`config.mk`:
```
export PLATFORM = sky130hd
export DESIGN_NAME = fpa_front
export DESIGN_NICKNAME = d
export VERILOG_FILES = /design/src/fpa_pkg.sv /design/src/fpa_front.sv
export SDC_FILE = /design/constraint.sdc
export NUM_CORES = 2
export LEC_CHECK = 0
export BUFFER_PORTS_ARGS = -buffer_cell sky130_fd_sc_hd__buf_2
export CAP_MARGIN = 15
export CORE_UTILIZATION = 35
export CTS_CLUSTER_DIAMETER = 80
export DETAILED_ROUTE_END_ITERATION = 10
export PLACE_DENSITY = 0.46
export SLEW_MARGIN = 5
export SYNTH_ARGS = -nofsm -noshare
export SYNTH_HDL_FRONTEND = slang
export SYNTH_SLANG_ARGS = --single-unit
```
`constraint.sdc`:
```
create_clock -name clk -period 18.9 [get_ports clk]
set_input_delay 3.78 -clock clk [delete_from_list [all_inputs] [get_ports clk]]
set_output_delay 3.78 -clock clk [all_outputs]
set_load 0.05 [all_outputs]
```
`src/fpa_pkg.sv`:
```
// shared types and codes for the q24.8 fixed-point alu
package fpa_pkg;

  typedef enum logic [3:0] {
    CMD_ADD  = 4'd0,
    CMD_SUB  = 4'd1,
    CMD_MUL  = 4'd2,
    CMD_DIV  = 4'd3,
    CMD_FINT = 4'd4,
    CMD_TINT = 4'd5,
    CMD_MIN  = 4'd6,
    CMD_MAX  = 4'd7,
    CMD_INC  = 4'd8,
    CMD_DEC  = 4'd9,
    CMD_CMP  = 4'd10
  } cmd_t;

  typedef enum logic [1:0] {
    ST_OK  = 2'd0,
    ST_OVF = 2'd1,
    ST_DZ  = 2'd2
  } status_t;

  // per-transaction side data that rides along the divider row
  typedef struct packed {
    cmd_t        cmd;
    logic [31:0] res;
    status_t     status;
    logic        less;
    logic        equal;
    logic        neg;
  } info_t;

endpackage

```
`src/fpa_front.sv`:
```
// operand capture, multiplier and all operations but the divide
module fpa_front #(
  parameter int FRACTION_BITS = 8,
  parameter int DQW           = 32 + FRACTION_BITS
) (
  input  logic               clk,
  input  logic               rst_n,
  input  logic               in_valid,
  input  logic [3:0]         in_command,
  input  logic signed [31:0] in_operand_a,
  input  logic signed [31:0] in_operand_b,
  output logic               valid_o,
  output fpa_pkg::info_t     info_o,
  output logic [31:0]        rem_o,
  output logic [DQW-1:0]     dq_o,
  output logic [31:0]        dv_o
);

  localparam logic [31:0] SCALE_M1 = 32'((64'd1 << FRACTION_BITS) - 64'd1);

  logic               p_valid_r;
  fpa_pkg::cmd_t      p_cmd_r;
  logic signed [31:0] p_a_r, p_b_r;
  logic signed [63:0] p_prod_r;
  logic signed [63:0] prod_nxt;

  logic               valid_r;
  fpa_pkg::info_t     info_r, info_nxt;
  logic [31:0]        dv_r, dv_nxt;
  logic [DQW-1:0]     dq_r, dq_nxt;

  logic signed [32:0] sum, diff, incr, decr;
  logic signed [63:0] mul_sh, mul_t, fi;
  logic signed [31:0] ti;
  logic [31:0]        abs_a;
  logic               lt;

  function automatic logic signed [63:0] p_a_nxt_mul(input logic signed [31:0] x,
                                                     input logic signed [31:0] y);
    logic signed [63:0] r;
    r = x * y;
    return r;
  endfunction

  // first stage: capture and multiply
  assign prod_nxt = p_a_nxt_mul(in_operand_a, in_operand_b);

  always_ff @(posedge clk) begin
    if (!rst_n) begin
      p_valid_r <= 1'b0;
    end else begin
      p_valid_r <= in_valid;
    end
    p_cmd_r  <= fpa_pkg::cmd_t'(in_command);
    p_a_r    <= in_operand_a;
    p_b_r    <= in_operand_b;
    p_prod_r <= prod_nxt;
  end

  // second stage: finish everything but the divide
  always_comb begin
    sum    = 33'(p_a_r) + 33'(p_b_r);
    diff   = 33'(p_a_r) - 33'(p_b_r);
    incr   = 33'(p_a_r) + 33'sd1;
    decr   = 33'(p_a_r) - 33'sd1;
    mul_sh = p_prod_r >>> FRACTION_BITS;
    mul_t  = mul_sh + 64'(p_prod_r[63] && (|p_prod_r[FRACTION_BITS-1:0]));
    fi     = 64'(p_a_r) <<< FRACTION_BITS;
    ti     = (p_a_r + (p_a_r[31] ? $signed(SCALE_M1) : 32'sd0)) >>> FRACTION_BITS;
    abs_a  = p_a_r[31] ? 32'(-p_a_r) : 32'(p_a_r);
    lt     = p_a_r < p_b_r;

    info_nxt.cmd    = p_cmd_r;
    info_nxt.res    = '0;
    info_nxt.status = fpa_pkg::ST_OK;
    info_nxt.less   = lt;
    info_nxt.equal  = p_a_r == p_b_r;
    info_nxt.neg    = p_a_r[31] ^ p_b_r[31];

    unique case (p_cmd_r)
      fpa_pkg::CMD_ADD: begin
        info_nxt.res = sum[31:0];
        if (sum[32] != sum[31]) info_nxt.status = fpa_pkg::ST_OVF;
      end
      fpa_pkg::CMD_SUB: begin
        info_nxt.res = diff[31:0];
        if (diff[32] != diff[31]) info_nxt.status = fpa_pkg::ST_OVF;
      end
      fpa_pkg::CMD_INC: begin
        info_nxt.res = incr[31:0];
        if (incr[32] != incr[31]) info_nxt.status = fpa_pkg::ST_OVF;
      end
      fpa_pkg::CMD_DEC: begin
        info_nxt.res = decr[31:0];
        if (decr[32] != decr[31]) info_nxt.status = fpa_pkg::ST_OVF;
      end
      fpa_pkg::CMD_MUL: begin
        if (mul_t[63:31] == {33{mul_t[31]}}) info_nxt.res = mul_t[31:0];
        else info_nxt.status = fpa_pkg::ST_OVF;
      end
      fpa_pkg::CMD_DIV: begin
        if (p_b_r == 32'sd0) info_nxt.status = fpa_pkg::ST_DZ;
      end
      fpa_pkg::CMD_FINT: begin
        if (fi[63:31] == {33{fi[31]}}) info_nxt.res = fi[31:0];
        else info_nxt.status = fpa_pkg::ST_OVF;
      end
      fpa_pkg::CMD_TINT: info_nxt.res = ti;
      fpa_pkg::CMD_MIN:  info_nxt.res = lt ? p_a_r : p_b_r;
      fpa_pkg::CMD_MAX:  info_nxt.res = (p_a_r > p_b_r) ? p_a_r : p_b_r;
      default:           info_nxt.res = '0;
    endcase

    dq_nxt = {abs_a, {FRACTION_BITS{1'b0}}};
    dv_nxt = p_b_r[31] ? 32'(-p_b_r) : 32'(p_b_r);
  end

  always_ff @(posedge clk) begin
    if (!rst_n) begin
      valid_r <= 1'b0;
    end else begin
      valid_r <= p_valid_r;
    end
    info_r <= info_nxt;
    dq_r   <= dq_nxt;
    dv_r   <= dv_nxt;
  end

  assign valid_o = valid_r;
  assign info_o  = info_r;
  assign rem_o   = '0;
  assign dq_o    = dq_r;
  assign dv_o    = dv_r;

endmodule

```
==> impl_metrics.ini <==
[finish]
nets = 7169
synthToLayoutAreaGrowth_pct = 6.63
drive_gt1_share_pct = 6.13

[outcome]
run_status = finished clean

[clock_tree]
cts_inserted_buffers = 27
ctsResizeCount = 0
post_cts_buffers = 0
clk_latency_ps = 590
clk_pin_slew_ps = 60
cts_tree = done
cts_buffer_depth = 3
cts_sinks = 239
htreeDepth = 1
ctsHoldBuffers = 0
clock-root-buffer = clkbuf_16

[worst_setup_path]
cp_max_fo = 33
cp-start-kind = input pin
critPathRequiredTime_ps = 19410
crit_path_end_kind = register
crit_path_max_incr_delay_ps = 880
crit_slowest_cell = fa_1
crit_type = input pin to register
worstPathArrival_ps = 12210
cp_common_cell = fa_1

[floorplanning]
initial_utilization_pct = 35.4
die_area_mm2 = 0.150
die_w_um = 387
die_y_um = 387
coreArea_mm2 = 0.146
pin_count = 217
fp-row-count = 140

[detailed_routing]
vias = 39900
wl_per_cell_um = 22.1
via_per_inst = 5.19
drt-initial-drc-count = 2594
ant_nets = 0
first_pass_iters = 6
drc = 0
wl_um = 170000

[timing]
fin_tns_setup_ps = 0
fin_crit_sh_pct = 61.9
setup_violations = 0
layout_min_cycle_time_ps = 11700
worstMarginPinSlew_ps = 1060
final_hold_viol_count = 0
skew_ps = 16.8
max_freq_mhz = 85.5
rsz0062_at_grt = no
finalMaxSlewViolations = 0
slew_headroom_pct = 29.1
layout_setup_ws_ps = 7200

[yosys]
async_flop_share_pct = 0
ys_warn_count = 0
ys_ff_latch = 239
yosysSeqAreaShare_pct = 9.23
syn_inst = 5799
avgSynthCellArea_um2 = 8.94
syn_area_mm2 = 0.0518
yosysUniqueCellTypes = 85
synthFlopType = dfxtp_1
synth_edf_count = 0

[hold_path]
hold_path_class = register to register

[grt]
grt_pass1_wl_um = 268000
antenna_found_initial = 14
grt.overflow.total = 0
grt_pass1_vias = 43600
grt.total_usage_pct = 23.1
grt_max_degree = 44

[placed_design]
place.gp.congestion = 0.902
place_ws_ps = 6570
portBuffers = 176
dpl.hpwl_um = 132000

[run]
maxCapViolCount = 0
==> cell families after synthesis <==
logic type / Yosys count / synth area share, %
mux: 66 / 1.29
buf+inv: 1465 / 11.0
fa+ha+maj: 1347 / 48.2
compound gates: 693 / 9.32
flops: 239 / 9.23
simple gates: 1775 / 17.4
xor+xnor: 213 / 3.60
other cells: 1 / 0.00724
==> metal layers <==
metal  vias up  GRT usage (%)  routed length (µm)
met3       187           1.70                6900
met1     20800           31.5               76200
met5         -              0                  13
met4         2           5.16                4330
li1      17900              -                   -
met2      1024           39.7               82300
==> layout by cell type (no fill, tap or decap), types with 151 or more instances in the layout <==
master      n
ha_1      263
inv_1    1096
dfxtp_1   238
and2_1    508
nand2_1   656
nor2_1    176
a21oi_1   161
xnor2_1   151
buf_2     176
fa_1     1084
==> cell usage after synthesis, drive strengths merged, types with 6 or more instances <==
cell type	number	area [µm²]
xnor2	151	1320
o21a	15	113
nand2	658	2470
nor4	29	230
nor2	178	668
or2	10	62.6
a211o	17	149
o21bai	24	180
and2	508	3180
a221o	16	160
o22a	7	61.3
nor3	62	315
inv	1096	4110
mux2i	58	581
fa	1084	21700
nand4	55	350
a22oi	9	67.6
a311oi	6	52.6
xor2	62	543
and3	33	206
o31ai	22	165
a221oi	38	333
ha	263	3290
or4	22	169
nand3	84	420
nor2b	27	169
dfxtp	239	4780
or3	29	181
clkbuf	307	1150
o221ai	39	392
and4	18	158
nand2b	53	332
o22ai	22	138
o2111ai	8	70.1
buf	61	410
o21ai	116	581
a211oi	19	143
a21o	42	315
a21oi	161	806
a2111oi	10	87.6
o41ai	9	78.8
a31oi	24	150
mux2	8	90.1
o211ai	29	223
==> flip-flops by register name, summed over array words and instances, names as in the netlist <==
register,cells
dv_o,32
p_a_r,32
p_b_r,32
p_valid_r,1
p_cmd_r,4
info_o,41
valid_o,1
p_prod_r,64
dq_o,32
==> final cells by class <==
type | count | area [µm²]
Sequential cell | 239 | 4790
Inverter | 1097 | 4120
Timing Repair Buffer | 252 | 1450
Tap cell | 1917 | 2400
Antenna cell | 5 | 12.5
Clock inverter | 18 | 206
Multi-Input combinational cell | 4134 | 41500
Fill cell | 15000 | 91000
Clock buffer | 32 | 734
==> through the flow <==
step	util, %	instances	area [µm²]	hold WS [ps]
floorplan	-	5838	52000	329
global placement	37.1	7639	54300	417
detailed placement	37.1	7639	54300	426
CTS	37.8	7689	55200	443
global route	37.8	7690	55200	453
finish	37.8	7694	55300	436
==> path summary, 6_finish.rpt <==
kind / startpoint / to / slack (ps) / cells after the start
max: in_operand_a[31] / p_prod_r[63] / 7200 / 29
min: p_valid_r / valid_o / 440 / 1
max reg2reg: p_prod_r[63] / info_o[35] / 12930 / 11
min reg2reg: p_valid_r / valid_o / 440 / 1
==> critical path: cells and delay by family <==
kind,cells,cell delay (ps)
buf+inv,9,1580
fa+ha+maj,9,4720
simple gates,2,320
xor+xnor,1,170
compound gates,8,1580
Power is not shown: default switching activity piles up to over one toggle a cycle in this logic, so the estimate is an artifact.
