==> src/fpa_pkg.sv <==
// shared types and codes for the q24.8 fixed-point alu
package fpa_pkg;

  typedef enum logic [3:0] {
    CMD_ADD  = 4'd0,
    CMD_SUB  = 4'd1,
    CMD_MUL  = 4'd2,
    CMD_DIV  = 4'd3,
    CMD_FINT = 4'd4,
    CMD_TINT = 4'd5,
    CMD_MIN  = 4'd6,
    CMD_MAX  = 4'd7,
    CMD_INC  = 4'd8,
    CMD_DEC  = 4'd9,
    CMD_CMP  = 4'd10
  } cmd_t;

  typedef enum logic [1:0] {
    ST_OK  = 2'd0,
    ST_OVF = 2'd1,
    ST_DZ  = 2'd2
  } status_t;

  // per-transaction side data that rides along the divider row
  typedef struct packed {
    cmd_t        cmd;
    logic [31:0] res;
    status_t     status;
    logic        less;
    logic        equal;
    logic        neg;
  } info_t;

endpackage

==> src/fpa_cell.sv <==
// one restoring-division cell: produces one quotient bit per transaction
module fpa_cell #(
  parameter int DQW = 40
) (
  input  logic           clk,
  input  logic           rst_n,
  input  logic           valid_i,
  input  fpa_pkg::info_t info_i,
  input  logic [31:0]    rem_i,
  input  logic [DQW-1:0] dq_i,
  input  logic [31:0]    dv_i,
  output logic           valid_o,
  output fpa_pkg::info_t info_o,
  output logic [31:0]    rem_o,
  output logic [DQW-1:0] dq_o,
  output logic [31:0]    dv_o
);

  logic           valid_r;
  fpa_pkg::info_t info_r;
  logic [31:0]    rem_r, rem_nxt;
  logic [DQW-1:0] dq_r, dq_nxt;
  logic [31:0]    dv_r;
  logic [32:0]    shifted, trial;

  // shift in the next dividend bit and try the subtract
  always_comb begin
    shifted = {rem_i, dq_i[DQW-1]};
    trial   = shifted - {1'b0, dv_i};
    if (!trial[32]) begin
      rem_nxt = trial[31:0];
    end else begin
      rem_nxt = shifted[31:0];
    end
    dq_nxt = {dq_i[DQW-2:0], ~trial[32]};
  end

  always_ff @(posedge clk) begin
    if (!rst_n) begin
      valid_r <= 1'b0;
    end else begin
      valid_r <= valid_i;
    end
    info_r <= info_i;
    rem_r  <= rem_nxt;
    dq_r   <= dq_nxt;
    dv_r   <= dv_i;
  end

  assign valid_o = valid_r;
  assign info_o  = info_r;
  assign rem_o   = rem_r;
  assign dq_o    = dq_r;
  assign dv_o    = dv_r;

endmodule

==> config.mk <==
export PLATFORM = sky130hd
export DESIGN_NAME = fpa_cell
export DESIGN_NICKNAME = d
export VERILOG_FILES = /design/src/fpa_pkg.sv /design/src/fpa_cell.sv
export SDC_FILE = /design/constraint.sdc
export NUM_CORES = 1
export LEC_CHECK = 0
export ABC_AREA = 1
export ABC_CLOCK_PERIOD_IN_PS = 2800
export CAP_MARGIN = 30
export CORE_AREA = 2 2 114 116
export DETAILED_ROUTE_END_ITERATION = 8
export DIE_AREA = 0 0 116 118
export DONT_BUFFER_PORTS = 1
export PLACE_DENSITY = 0.72
export SETUP_SLACK_MARGIN = 0.2
export SLEW_MARGIN = 20
export SYNTH_ARGS = -nofsm -noshare
export SYNTH_HDL_FRONTEND = slang
export SYNTH_SLANG_ARGS = --single-unit
==> constraint.sdc <==
create_clock -name clk -period 2.8 [get_ports clk]
set_clock_uncertainty 0.15 [all_clocks]
set_input_delay 0.42 -clock clk [delete_from_list [all_inputs] [get_ports clk]]
set_output_delay 0.42 -clock clk [all_outputs]
set_load 0.005 [all_outputs]
==> flow_metrics.env, run 1 <==
export IMPL_drcViolationCount=0
export IMPL_final_nets=1171
export IMPL_rows=41
export IMPL_async_flop_share_pct=0
export IMPL_pwr_share_seq_pct=42.8
export IMPL_initial_core_util_pct=49.08
export IMPL_leakage_nw=4.441
export IMPL_netlist_area_leader_share_pct=47.97
export IMPL_synth_sequential_area_ratio_pct=47.97
export IMPL_drv_cap=0
export IMPL_ios=294
export IMPL_die_x_um=116
export IMPL_max_freq_mhz=457.6
export IMPL_status="complete, no violations"
export IMPL_cts_tree="yes"
export IMPL_core_area_um2=12410
export IMPL_antenna_found_initial=1
export IMPL_syn_area_um2=6093
export IMPL_critPathKind="in2reg"
export IMPL_min_period_ps=2185
export IMPL_ant_nets=0
export IMPL_tightest_slew_ps=385.9
export IMPL_crit_path_end="rem_o[16]"
export IMPL_slew_headroom_pct=74.25
export IMPL_hp_class="in2reg"
export IMPL_power_frac_clock_pct=41.4
export IMPL_grt_use_total_pct=27.62
export IMPL_p_per_area_nw_per_um2=664.9
export IMPL_place_area_um2=6252
export IMPL_cts_sinks=146
export IMPL_via_count=5577
export IMPL_required_ps=3010
export IMPL_wl_per_cell_um=16.23
export IMPL_path_clk_slew_ps=70
export IMPL_synth_area_leader_cell="dfxtp_1"
export IMPL_ys_seq_elements=146
export IMPL_first_pass_iters=7
export IMPL_final_common_cell="nand2_1"
export IMPL_cts_resized=0
export IMPL_ys_warn_count=0
export IMPL_switching_share_pct=29.47
export IMPL_final_cell_mix="nand2_1, inv_1, dfxtp_1, dlygate4sd3_1, nor2_1"
export IMPL_grt_max_degree=34
export IMPL_drt_iter0_drc=294
export IMPL_drive_gt1_share_pct=4.686
export IMPL_tns_ps=0
export IMPL_slew_viol_final=0
export IMPL_grt_overflow_total=0
export IMPL_critPathLaunchType="input pin"
export IMPL_area_growth_pct=36.45
export IMPL_syn_num_nets=1012
export IMPL_cts_buffers=17
export IMPL_synthCells=831
export IMPL_synth_area_top_cells="dfxtp_1, nand2_1, inv_1"
export IMPL_hpwlAfterDp_mm=12.88
export IMPL_dieArea_um2=13690
export IMPL_post_route_period_util_pct=78.05
export IMPL_power_switching_mw=1.629
export IMPL_portBuffers=0
export IMPL_root_buffer="clkbuf_16"
export IMPL_die_height_um=118
export IMPL_synth_distinct_cells=25
export IMPL_power_frac_comb_pct=15.8
export IMPL_grt_pass1_wl_mm=28.79
export IMPL_path_max_fanout=32
export IMPL_area_sequential_um2=2923
export IMPL_startpoint="dq_i[39]"
export IMPL_rsz0062_at_grt="false"
export IMPL_place_congestion=0.9302
export IMPL_h_tree_depth=4
export IMPL_avgSynthCellArea_um2=7.333
export IMPL_synth_enable_flop_cells=0
export IMPL_p_int_mw=3.899
export IMPL_setup_viol=0
export IMPL_grt_pass1_vias=5647
export IMPL_design_area_um2=8314
export IMPL_fillers=1044
export IMPL_arrival_ps=2400
export IMPL_via_per_inst=4.742
export IMPL_ys_flop_type="dfxtp_1"
export IMPL_hold_viol_final=0
export IMPL_wirelength_mm=19.09
export IMPL_cp_end_kind="flip-flop"
export IMPL_multiInputGateArea_um2=2514
export IMPL_ir_worst_vdd_mv=0.3640
export IMPL_max_clock_path_buffers=2
==> power by group through the flow <==
| stage | clock network, mW | registers, mW | logic (mW) |
|---|---|---|---|
| final | 2.29 | 2.37 | 0.871 |
| after CTS | 2.28 | 2.36 | 0.852 |
| after detailed placement | 0 | 2.41 | 0.680 |
| after global placement | 0 | 2.41 | 0.677 |
| after floorplan | 0 | 2.37 | 0.551 |
| after global routing | 2.40 | 2.38 | 0.978 |
==> worst min-delay path by stage <==
stage / depth (start not counted) / slack (ps) / to / from
4_1_cts: 4 / 110 / rem_o[0] / dv_i[0]
3_5_place_dp: 0 / 300 / info_o[18] / info_i[18]
5_1_grt: 4 / 140 / rem_o[0] / dv_i[0]
3_3_place_gp: 0 / 300 / info_o[28] / info_i[28]
2_1_floorplan: 0 / 300 / dq_o[10] / dq_i[9]
6_report: 4 / 110 / rem_o[0] / dv_i[0]
==> cell type report <==
class | count | area share [%]
clock inverter | 14 | 2.032
timing repair buffer | 146 | 17.58
antenna | 1 | 0.03010
clock buffer | 18 | 5.162
inverter | 160 | 7.223
tap | 172 | 2.588
multi-input combinational | 519 | 30.23
sequential | 146 | 35.15
==> routing by layer <==
metal,up-vias,part of all wire [%],GRT usage (%)
li1,2806,-,-
met1,2486,39,30.33
met2,246,52,50.33
met3,39,6.9,7.261
met4,0,2.3,9.821
met5,-,0,0
==> cells by family (layout without fill, tap and decap cells) <==
group | Yosys count | in the layout | synth area share [%]
xor gates and xnor gates | 15 | 15 | 2.156
AOI/OAI and AO/OA | 32 | 32 | 3.039
other | 0 | 1 | 0
adders and majority gates | 33 | 33 | 6.899
DFF | 146 | 146 | 47.97
and+or+nand+nor | 439 | 439 | 29.16
buffers and inverters | 166 | 338 | 10.78
==> sequential cells by signal, summed over array words and instances, names as in the netlist <==
| name | count |
|---|---|
| dq_o | 40 |
| dv_o | 32 |
| info_o | 41 |
| rem_o | 32 |
| valid_o | 1 |
==> cells in the mapped netlist (all sizes together) (2+ instances only) <==
| library cell | instances |
|---|---|
| nand2 | 346 |
| inv | 160 |
| dfxtp | 146 |
| nor2 | 39 |
| ha | 32 |
| nand3 | 31 |
| a21oi | 25 |
| xor2 | 14 |
| nand4 | 8 |
| o21bai | 7 |
| buf | 6 |
| nor3 | 6 |
| and2 | 4 |
| nand3b | 2 |
| or2 | 2 |
==> stage by stage <==
| stage | worst slack (ps) | instances | power, mW | utilization (%) | hold slack (ps) |
|---|---|---|---|---|---|
| global route | 466.9 | 1176 | 5.759 | 66.97 | 142.0 |
| global placement | 341.1 | 997 | 3.086 | 50.36 | 297.8 |
| detailed placement | 259.1 | 997 | 3.089 | 50.36 | 297.8 |
| CTS | 689.2 | 1175 | 5.499 | 66.95 | 109.1 |
| floorplan | 519.2 | 831 | 2.925 | - | 297.7 |
| finish | 614.6 | 1176 | 5.528 | 66.97 | 109.7 |
==> repair_timing <==
item / in CTS / in global routing
buffers inserted: 0 / 0
hold buffers: 146 / 0
setup endpoints to repair: 0 / 0
endpoints found under the hold margin: 145 / 0
==> worst max-delay path, stage by stage <==
cell     delay [ps]
inv_1            20
ha_1            210
fa_1            410
inv_1           110
nand2_1          50
nand2_1          70
nand3_1          80
nand2_2         110
nand2_1          70
nand2_2          80
nand2_2          70
nand2_2          80
nand2_2          60
nand2_4         300
nand2_1         150
nand2_1         100
(Power assumes the default switching activity.)
==> run 2, diff against run 1 <==
--- a/config.mk
+++ b/config.mk
@@ -5,14 +5,14 @@
 export SDC_FILE = /design/constraint.sdc
 export NUM_CORES = 1
 export LEC_CHECK = 0
-export ABC_AREA = 1
-export ABC_CLOCK_PERIOD_IN_PS = 2800
+export ABC_AREA = 0
+export ABC_CLOCK_PERIOD_IN_PS = 2230
 export CAP_MARGIN = 30
-export CORE_AREA = 2 2 114 116
+export CORE_AREA = 2 2 113 115
 export DETAILED_ROUTE_END_ITERATION = 8
-export DIE_AREA = 0 0 116 118
+export DIE_AREA = 0 0 115 117
 export DONT_BUFFER_PORTS = 1
-export PLACE_DENSITY = 0.72
+export PLACE_DENSITY = 0.67
 export SETUP_SLACK_MARGIN = 0.2
 export SLEW_MARGIN = 20
 export SYNTH_ARGS = -nofsm -noshare
==> constraint.sdc (replaced) <==
create_clock -name clk -period 2.23 [get_ports clk]
set_clock_uncertainty 0.15 [all_clocks]
set_input_delay 0.3345 -clock clk [delete_from_list [all_inputs] [get_ports clk]]
set_output_delay 0.3345 -clock clk [all_outputs]
set_load 0.005 [all_outputs]
==> flow_metrics.env, run 2 <==
export IMPL_final_cell_mix="dfxtp_1, dlygate4sd3_1, buf_4, nand2_1, inv_1"
export IMPL_synth_compound_area_share_pct=14.81
export IMPL_rsz0062_at_grt="true"
export IMPL_post_synth_top_count_cell="dfxtp_1"
export IMPL_synth_enable_flop_cells=0
export IMPL_synth_area_leader_cell="dfxtp_1"
export IMPL_fin_hold_ws_ps=57.26
export IMPL_critPathLaunchType="input pin"
export IMPL_slew_viol_final=0
export IMPL_ys_flop_type="dfxtp_1"
export IMPL_initial_core_util_pct=43.72
export IMPL_async_flop_share_pct=0
export IMPL_tns_ps=-1109
export IMPL_hpwlAfterDp_mm=12.02
export IMPL_cts_tree="yes"
export IMPL_synth_distinct_cells=49
export IMPL_path_max_fanout=8
export IMPL_grt_pass1_vias=5067
export IMPL_netlist_area_leader_share_pct=54.30
export IMPL_ys_seq_elements=146
export IMPL_grt_overflow_total=0
export IMPL_die_x_um=115
export IMPL_violations="setup timing"
export IMPL_via_count=4833
export IMPL_core_area_um2=12310
export IMPL_drt_iter0_drc=285
export IMPL_cts_buffers=17
export IMPL_avgSynthCellArea_um2=10.62
export IMPL_path_clk_slew_ps=60
export IMPL_multiInputGateArea_um2=2455
export IMPL_stdcell_count=938
export IMPL_syn_area_um2=5383
export IMPL_setup_viol=23
export IMPL_crit_chain="inv_1, ha_2, fa_2, nand2b_4, a21oi_4, o211ai_1, a21oi_2, o21a_1, o211ai_4, inv_2, buf_8, mux2_4"
export IMPL_met1_usage_pct=27.87
export IMPL_power_frac_comb_pct=20.0
export IMPL_use_met2_pct=47.96
export IMPL_largest_register_ffs=41
export IMPL_hp_class="in2reg"
export IMPL_slowest_stage="fa_2"
export IMPL_h_tree_depth=4
export IMPL_grt_met3_usage_pct=9.114
export IMPL_synth_fa_ha_area_share_pct=7.810
export IMPL_holdPathStages=2
export IMPL_critPathKind="in2reg"
export IMPL_rows=41
export IMPL_ir_worst_vdd_mv=0.5536
export IMPL_min_period_ps=2300
export IMPL_p_per_area_nw_per_um2=842.6
export IMPL_root_buffer="clkbuf_16"
export IMPL_pwr_share_seq_pct=41.1
export IMPL_slew_headroom_pct=66.72
export IMPL_synth_simple_area_share_pct=9.740
export IMPL_via_per_inst=5.152
export IMPL_p_int_mw=5.290
export IMPL_required_ps=2390
export IMPL_syn_num_nets=688
export IMPL_portBuffers=0
export IMPL_power_mw=7.338
export IMPL_grt_busiest_layer="met2"
export IMPL_ant_nets=0
export IMPL_grt_max_degree=21
export IMPL_dieArea_um2=13460
export IMPL_max_freq_mhz=434.8
export IMPL_drv_cap=0
export IMPL_fillers=844
export IMPL_antenna_found_initial=1
export IMPL_cp_end_kind="flip-flop"
export IMPL_die_height_um=117
export IMPL_power_frac_clock_pct=38.9
export IMPL_yosys_top_cells_count="dfxtp_1, nand2_1, inv_1"
export IMPL_setup_ws_ps=-69.83
export IMPL_synthCells=507
export IMPL_ios=294
export IMPL_status="finished, violations left"
export IMPL_switching_share_pct=27.91
export IMPL_leakage_nw=3.992
export IMPL_post_route_period_util_pct=103.1
export IMPL_dp_slack_ps=-661.1
export IMPL_area_sequential_um2=2923
export IMPL_dp_cells=749
export IMPL_synth_xor_area_share_pct=3.905
export IMPL_max_clock_path_buffers=2
export IMPL_drive_gt1_share_pct=26.05
export IMPL_place_congestion=0.9060
export IMPL_wirelength_mm=18.76
export IMPL_max_stage_delay_ps=340
export IMPL_grt_use_total_pct=26.62
export IMPL_drcViolationCount=0
export IMPL_synth_sequential_area_ratio_pct=54.30
export IMPL_area_growth_pct=61.79
export IMPL_cts_sinks=146
export IMPL_arrival_ps=2460
export IMPL_tightest_slew_ps=494.0
export IMPL_power_switching_mw=2.048
export IMPL_first_pass_iters=5
export IMPL_synth_top_family_by_area="compound AO/OA/AOI/OAI gates"
export IMPL_final_nets=955
export IMPL_synthMuxAreaShare_pct=5.021
export IMPL_hold_viol_final=0
export IMPL_wl_per_cell_um=20.00
export IMPL_synth_area_top_cells="dfxtp_1, ha_1, mux2_4"
export IMPL_grt_pass1_wl_mm=26.92
export IMPL_ys_warn_count=0
-- run 2: cell families after synthesis --
kind of cell	after synthesis
muxes	18
adders and majority gates	33
DFF	146
AOI/OAI and AO/OA	120
buffers and inverters	57
xor gates and xnor gates	24
and+or+nand+nor	109
-- run 2: cell type report --
type	instances	area share, %
inverter	42	1.954
clock buffer	18	4.928
multi-input combinational	304	28.19
timing repair buffer	263	27.27
sequential	146	33.56
antenna	1	0.02874
tap	150	2.155
clock inverter	14	1.911
-- run 2: critical path: cells and delay by family --
kind	cells	cell delay [ps]
muxes	1	300
buffers and inverters	3	320
AOI/OAI and AO/OA	5	790
adders and majority gates	2	530
and+or+nand+nor	1	170
-- run 2: power groups by stage --
stage	logic, mW	clock network, mW	registers, mW
final	1.47	2.86	3.01
after global routing	1.58	3.01	3.03
after CTS	1.38	2.87	3.01
after detailed placement	1.07	0	3.06
after global placement	1.06	0	3.06
after floorplan	0.702	0	3.00
-- run 2: worst paths after layout --
| path | slack [ps] | endpoint | start |
|---|---|---|---|
| min | 60 | rem_o[0] | dv_i[0] |
| max | -70 | rem_o[25] | dq_i[39] |
-- run 2: metrics by stage --
step	instance area [um^2]	utilization, %
finish	8708	70.73
global route	8708	70.73
CTS	8623	70.04
detailed placement	6365	51.70
global placement	6365	51.70
floorplan	5478	-
-- run 2: timing repair --
action | 4_1_cts | 5_1_grt
setup buffers | 7 | 3
endpoints found under the setup margin | 33 | 33
hold endpoints to repair | 145 | 0
hold buffers | 146 | 0
gates resized for setup | 31 | 15
pin swaps | 19 | 8
-- run 2: layer usage --
layer | wire length (um) | vias to the layer above
met5 | 0 | -
li1 | - | 2288
met1 | 6939 | 2239
met4 | 707 | 0
met3 | 1459 | 52
met2 | 9658 | 254
